==> src/design/vfrm_pkg.sv <==
// Shared types, constants and output rounding for the vertical resample MAC.
`timescale 1ns / 1ps
`default_nettype none

package vfrm_pkg;

  localparam int LANES      = 8;
  localparam int MAX_TAPS   = 64;
  localparam int PIX_W      = 16;
  localparam int ACC_W      = 32;
  localparam int TAP_W      = 7;
  localparam int MODE_W     = 2;
  localparam int APB_ADDR_W = 3;

  // arith_mode codes
  localparam logic [MODE_W-1:0] MODE_WIDE = 2'd0;
  localparam logic [MODE_W-1:0] MODE_HALF = 2'd1;

  // Register index, taken from paddr[2]
  localparam logic REG_ARITH_MODE = 1'b0;
  localparam logic REG_TAP_COUNT  = 1'b1;

  // -(32768 << 13) modulo 2^32, extra half rounder and full-precision rounder
  localparam logic [ACC_W-1:0] ROUND_BASE = 32'hF000_0000;
  localparam logic [ACC_W-1:0] ROUND_HALF = 32'd4096;
  localparam logic [ACC_W-1:0] ROUND_FULL = 32'd8192;

  typedef struct packed {
    logic p_load;    // capture the product of the input stage
    logic acc_step;  // add the held product into the accumulator
    logic acc_last;  // the step closes an output row
    logic f_load;    // capture the closing sum for rounding
  } vfrm_ctrl_t;

  // Round, shift and clamp one finished accumulator into a pixel.
  function automatic logic [PIX_W-1:0] vfrm_round(input logic [ACC_W-1:0] acc,
                                                  input logic             full,
                                                  input logic [ACC_W-1:0] rounder);
    logic [ACC_W-1:0] t;
    logic [PIX_W-1:0] px;
    t = acc + rounder;
    if (full) begin
      // value is t[31:14] as signed, clamp to 0..65535
      if (t[31]) begin
        px = '0;
      end else if (t[30]) begin
        px = '1;
      end else begin
        px = t[29:14];
      end
    end else begin
      // value is t[31:13] as signed, saturate to signed 16 and flip the top bit
      if (!t[31] && (t[30:28] != 3'b000)) begin
        px = '1;
      end else if (t[31] && (t[30:28] != 3'b111)) begin
        px = '0;
      end else begin
        px = {~t[28], t[27:13]};
      end
    end
    return px;
  endfunction

endpackage

`default_nettype wire

==> src/design/vfrm_lane.sv <==
// One lane: product register, wrapping accumulator and closing-sum register.
`timescale 1ns / 1ps
`default_nettype none

module vfrm_lane
  import vfrm_pkg::*;
(
  input  wire logic                    clk,
  input  wire logic                    rst,
  input  wire vfrm_ctrl_t              ctrl,
  input  wire logic [PIX_W-1:0]        sample,
  input  wire logic signed [PIX_W-1:0] weight,
  input  wire logic                    mul_full,
  input  wire logic                    rnd_full,
  input  wire logic [ACC_W-1:0]        rnd_value,
  output logic      [PIX_W-1:0]        pixel
);

  logic        [PIX_W:0]   s_sel;
  logic signed [PIX_W+1:0] s_ext;
  logic signed [ACC_W:0]   prod_full;
  logic        [ACC_W-1:0] prod;
  logic        [ACC_W-1:0] acc;
  logic        [ACC_W-1:0] acc_sum;
  logic        [ACC_W-1:0] fin;

  // Halve the sample (modes 0 and 1) unless the full-precision path (modes 2 and 3) is selected.
  assign s_sel     = mul_full ? {1'b0, sample} : {2'b00, sample[PIX_W-1:1]};
  assign s_ext     = $signed({1'b0, s_sel});
  assign prod_full = s_ext * weight;
  assign acc_sum   = acc + prod;

  always_ff @(posedge clk) begin
    if (ctrl.p_load) begin
      prod <= prod_full[ACC_W-1:0];
    end
    if (ctrl.f_load) begin
      fin <= acc_sum;
    end
  end

  always_ff @(posedge clk) begin
    if (rst) begin
      acc <= '0;
    end else if (ctrl.acc_step) begin
      acc <= ctrl.acc_last ? '0 : acc_sum;
    end
  end

  assign pixel = vfrm_round(fin, rnd_full, rnd_value);

endmodule

`default_nettype wire

==> config.mk <==
export PLATFORM = sky130hd
export DESIGN_NAME = vfrm_lane
export DESIGN_NICKNAME = d
export VERILOG_FILES = /design/src/design/vfrm_pkg.sv /design/src/design/vfrm_lane.sv
export SDC_FILE = /design/constraint.sdc
export NUM_CORES = 1
export LEC_CHECK = 0
export BUFFER_PORTS_ARGS = -buffer_cell sky130_fd_sc_hd__buf_4
export CAP_MARGIN = 20
export CORE_AREA = 4 4 228 175
export DETAILED_ROUTE_END_ITERATION = 16
export DIE_AREA = 0 0 232 179
export HOLD_SLACK_MARGIN = 0.05
export PLACE_DENSITY = 0.59
export SLEW_MARGIN = 25
export SYNTH_ARGS = -nofsm -noshare
export SYNTH_HDL_FRONTEND = slang
export SYNTH_SLANG_ARGS = --single-unit
==> constraint.sdc <==
create_clock -name clk -period 7.3 [get_ports clk]
set_clock_uncertainty 0.05 [all_clocks]
set_input_delay 0.73 -clock clk [delete_from_list [all_inputs] [get_ports clk]]
set_output_delay 0.73 -clock clk [all_outputs]
set_load 0.01 [all_outputs]
# --- After elaboration in Yosys (flattened, before gate mapping) ---
# Index checks and enable logic that the tools add are counted.
classes:
  n_addsub: 2
  mul: 1
  n_eq_ne: 1
  n_mux: 7
  bitwise: 1
  reduce_logical: 4
ops:
  columns: ["cell", "n"]
  rows:
  - ["$mux W16", 6]
  - ["$add A32 B32 Y32", 2]
  - ["$mul A17 B16 Y32", 1]
  - ["$mux W32", 1]
  - ["$ne A3 B3 Y1 const B", 1]
  - ["$reduce_bool A3 Y1", 1]
  - ["$logic_and A1 B1 Y1", 2]
  - ["$logic_not A1 Y1", 1]
  - ["$not A1 Y1", 1]
word_totals:
  reg_bits: 96
  inputBits: 72
  out_inout_bits: 16
  wordCells: 19

# --- Depth between registers and ports, before layout ---
depth:
  depth_word: 6
  ltp_mapped: 26
  ltp_nobuf: 24

# --- Worst setup path after synthesis ---
# Ideal clock, no wire load.
synth_timing:
  kind: "input to register"
  start: "input mul_full"
  end: "register prod[31] (data pin)"
  setup_ps: 260
  arrival_time_ps: 6923
  required_time_ps: 6990
  setup_slack_ps: 67
  cell_stages: 26
  n_path_buf: 2
  cell_sequence: "clkbuf_1 mux2_2 clkbuf_1 nand2_1 fa_1 inv_1 fa_1 inv_1 fa_1 inv_1 fa_1 fa_1 inv_1 fa_1 inv_1 ha_1 a21o_1 a21o_1 a21o_1 a211o_1 o21ai_1 o211ai_1 a31oi_1 o21ai_1 a21oi_1 xnor2_1"
synth_between:
  elab_chain_cells: 2
synth_rtl:
  columns: ["element", "line", "rtl"]
  rows:
  - ["start: declaration", "vfrm_lane.sv:13", "input wire logic mul_full,"]
  - ["$mux W16", "vfrm_lane.sv:28", "assign s_sel = mul_full ? {1'b0, sample} : {2'b00, sample[PIX_W-1:1]};"]
  - ["$mul A17 B16 Y32", "vfrm_lane.sv:30", "assign prod_full = s_ext * weight;"]
  - ["named net prod_full[31]", "vfrm_lane.sv:21", "logic signed [ACC_W:0] prod_full;"]
  - ["end signal: assignment", "vfrm_lane.sv:35", "prod <= prod_full[ACC_W-1:0];"]
  - ["end: declaration", "vfrm_lane.sv:22", "logic [ACC_W-1:0] prod;"]
# The timed path passes the listed nets, and every way through them passes these cells.
# A chain may end at the register's enable or synchronous reset.

# --- Worst setup path in the final report ---
layout_timing:
  start: "input mul_full"
  end: "register prod[30] (data pin)"
# The elaborated chain is that of the path after synthesis.

==> metrics <==
Die Span Y=between 150 and 200 um; FMAX=144.9 MHz; Synth top area share=26.21%; Min-Delay Path Class=reg2reg; H-tree levels=3; WHS Path Cells=2; Critical Path Sink Type=flop; fin crit share=94.56%; Root Buffer=clkbuf_16; ant diodes=0; R2R Path Start=prod[0]; syn_area_per_cell=9.126 sq um; Worst Max-Slew Pin Slew=0.7415 ns; max-cap viol count=0; GP Congestion=0.8691; Startpoint Class=input pin; Layout fillers=3762; CTS tree=built; RSZ-0062 raised after global routing=false; GR Util All Layers=17.27%; Synth Cell Area=14890 sq um; first-pass GRT wire length=58.24 mm; Mapped Nets=2077; R2R Setup Slk=3.69 ns; via/cell ratio=4.989; Post-CTS Resized=0; ys flop type=edfxtp_1; WS Path Type=in2reg; number of top-level pins=88; CP Data Arrival Time=6.95 ns; Mapped Cells=1632; DR WL/cell=15.54 um; CTS Hold Buffers Added=0; core area=around 38000 sq um; vias in the first global route=11.32k; WL final=around 34 mm; Synth async-reset ratio=0%; Worst EP required=7.35 ns; cell row count=62; Slew Limit Fails=0; area delta synth->final=10.32%; crit path from=mul_full; DRC=0; HPWL Detailed=29.30 mm; Yosys top cell by area=fa_1; Setup Buffers After CTS=0; Relative slew margins=between 50% and 60%; Cell variety after synth=62; TNS Setup=0 ns; initial antenna violation count=0; Final #Nets=2147; start point of the worst min-delay path=acc[21]; GR Overflow Total=0; Yosys reg bits=96; clock transition at the registers of the reported paths=0.06 ns; drt first-iter violations=604; commonest cells in the netlist=251 x inv_1, 195 x fa_1, 178 x ha_1; Post-synth EDFFs=64; Hold EP=acc[21]; Worst-Skew Late Latency=0.35 ns; endpoints failing setup=0; crit path max fanout=14; clk sinks=96; count leader, synth=inv_1; Via Count=around 11k; R2R cell count=12; drt pass-1 iters=5; Initial Utilization=39.51%; Synth area leaders=fa_1 26%, ha_1 15%, edfxtp_1 13%; R2R Path End=acc[26]; port bufs=87; CTS Buf Count=9; Yosys Warn Count=0; Seq/Total Area, Yosys=17.20%; largest net degree at the start of global routing=43; fin crit period=6.903 ns; status=complete, no violations; final-report hold violation count=0; share of cells above drive strength 1=8.963%; CTS max path bufs=2; Die Area=41530 sq um; Die Wd=~230 um; Routed Antenna Nets=0
## cell usage in the layout (no fill, tap or decap), types with 9 or more instances in the layout
master       n
and3_1      15
nand3_1     28
ha_1       178
edfxtp_1    64
a31oi_1     10
xor2_1      28
xnor2_1     47
fa_1       195
and2_1      99
buf_4      111
nor3_1      11
o21bai_1    16
inv_1      251
nor2b_1     53
a21o_1      48
o22ai_1     12
nand2_1    165
o21ai_0     26
nand2b_1    18
nand3b_1    10
mux2_2      14
nor2_1      71
a21oi_1    109
clkbuf_16    9
dfxtp_1     32
## cell families after synthesis
| family | count (synthesis) | synth area share, % |
|---|---|---|
| xor gates and xnor gates | 75 | 4.410 |
| muxes | 15 | 1.126 |
| and+or+nand+nor | 495 | 16.70 |
| DFF | 96 | 17.20 |
| buffers and inverters | 303 | 7.745 |
| AOI/OAI and AO/OA | 275 | 11.65 |
| adders and majority gates | 373 | 41.16 |
## metrics by stage
stage | hold slack (ns) | setup WS (ns) | cells | util (%) | instance area, sq um
floorplan | 0.3996 | 0.06706 | 1632 | - | 14890
global placement | 0.4103 | 0.1307 | 2203 | 42.85 | 16160
detailed placement | 0.4210 | 0.01151 | 2203 | 42.85 | 16160
CTS | 0.4315 | 0.3841 | 2219 | 43.58 | 16430
global route | 0.4667 | 0.04101 | 2219 | 43.58 | 16430
finish | 0.4292 | 0.3968 | 2219 | 43.58 | 16430
## worst max-delay path, cell delays in order
cell	delay (ns)
buf_4	0.20
mux2_2	0.44
and2_1	0.20
fa_1	0.53
inv_1	0.05
fa_1	0.47
fa_1	0.50
fa_1	0.54
inv_1	0.05
fa_1	0.47
inv_1	0.05
fa_1	0.47
inv_1	0.04
ha_1	0.30
a21o_1	0.19
a21o_1	0.17
a21oi_1	0.23
o21ai_0	0.14
nand3_1	0.14
a31oi_1	0.13
a41oi_1	0.38
nor3_1	0.10
a211oi_1	0.32
xnor2_1	0.11
## layer usage
layer	routed length, um	up-vias	GRT usage (%)
li1	-	5472	-
met1	18020	5317	26.40
met2	14010	254	25.85
met3	2159	27	3.288
met4	284	0	2.763
met5	0	-	0
## registers in the layout, indices dropped and copies added (netlist names)
register  cells
acc          32
prod         32
fin          32
## cell type report
| type | count | area (sq um) | share of cell area (%) |
|---|---|---|---|
| Tap cell | 512 | 640.6 | 3.899 |
| Inverter | 251 | 942.2 | 5.734 |
| Clock inverter | 4 | 18.77 | 0.1142 |
| Sequential cell | 96 | 2562 | 15.59 |
| Clock buffer | 12 | 256.5 | 1.561 |
| Multi-Input combinational cell | 1233 | 11180 | 68.03 |
| Timing Repair Buffer | 111 | 833.3 | 5.071 |
## worst max-delay path by stage
| stage | to | slack [ns] | cells after the start |
|---|---|---|---|
| floorplan | prod[31] | 0.07 | 26 |
| global placement | prod[31] | 0.13 | 24 |
| detailed placement | prod[29] | 0.01 | 23 |
| CTS | prod[29] | 0.38 | 23 |
| global route | prod[29] | 0.04 | 26 |
| finish | prod[30] | 0.40 | 24 |
Power is not shown: default switching activity piles up to over one toggle a cycle in this logic, so the estimate is an artifact.
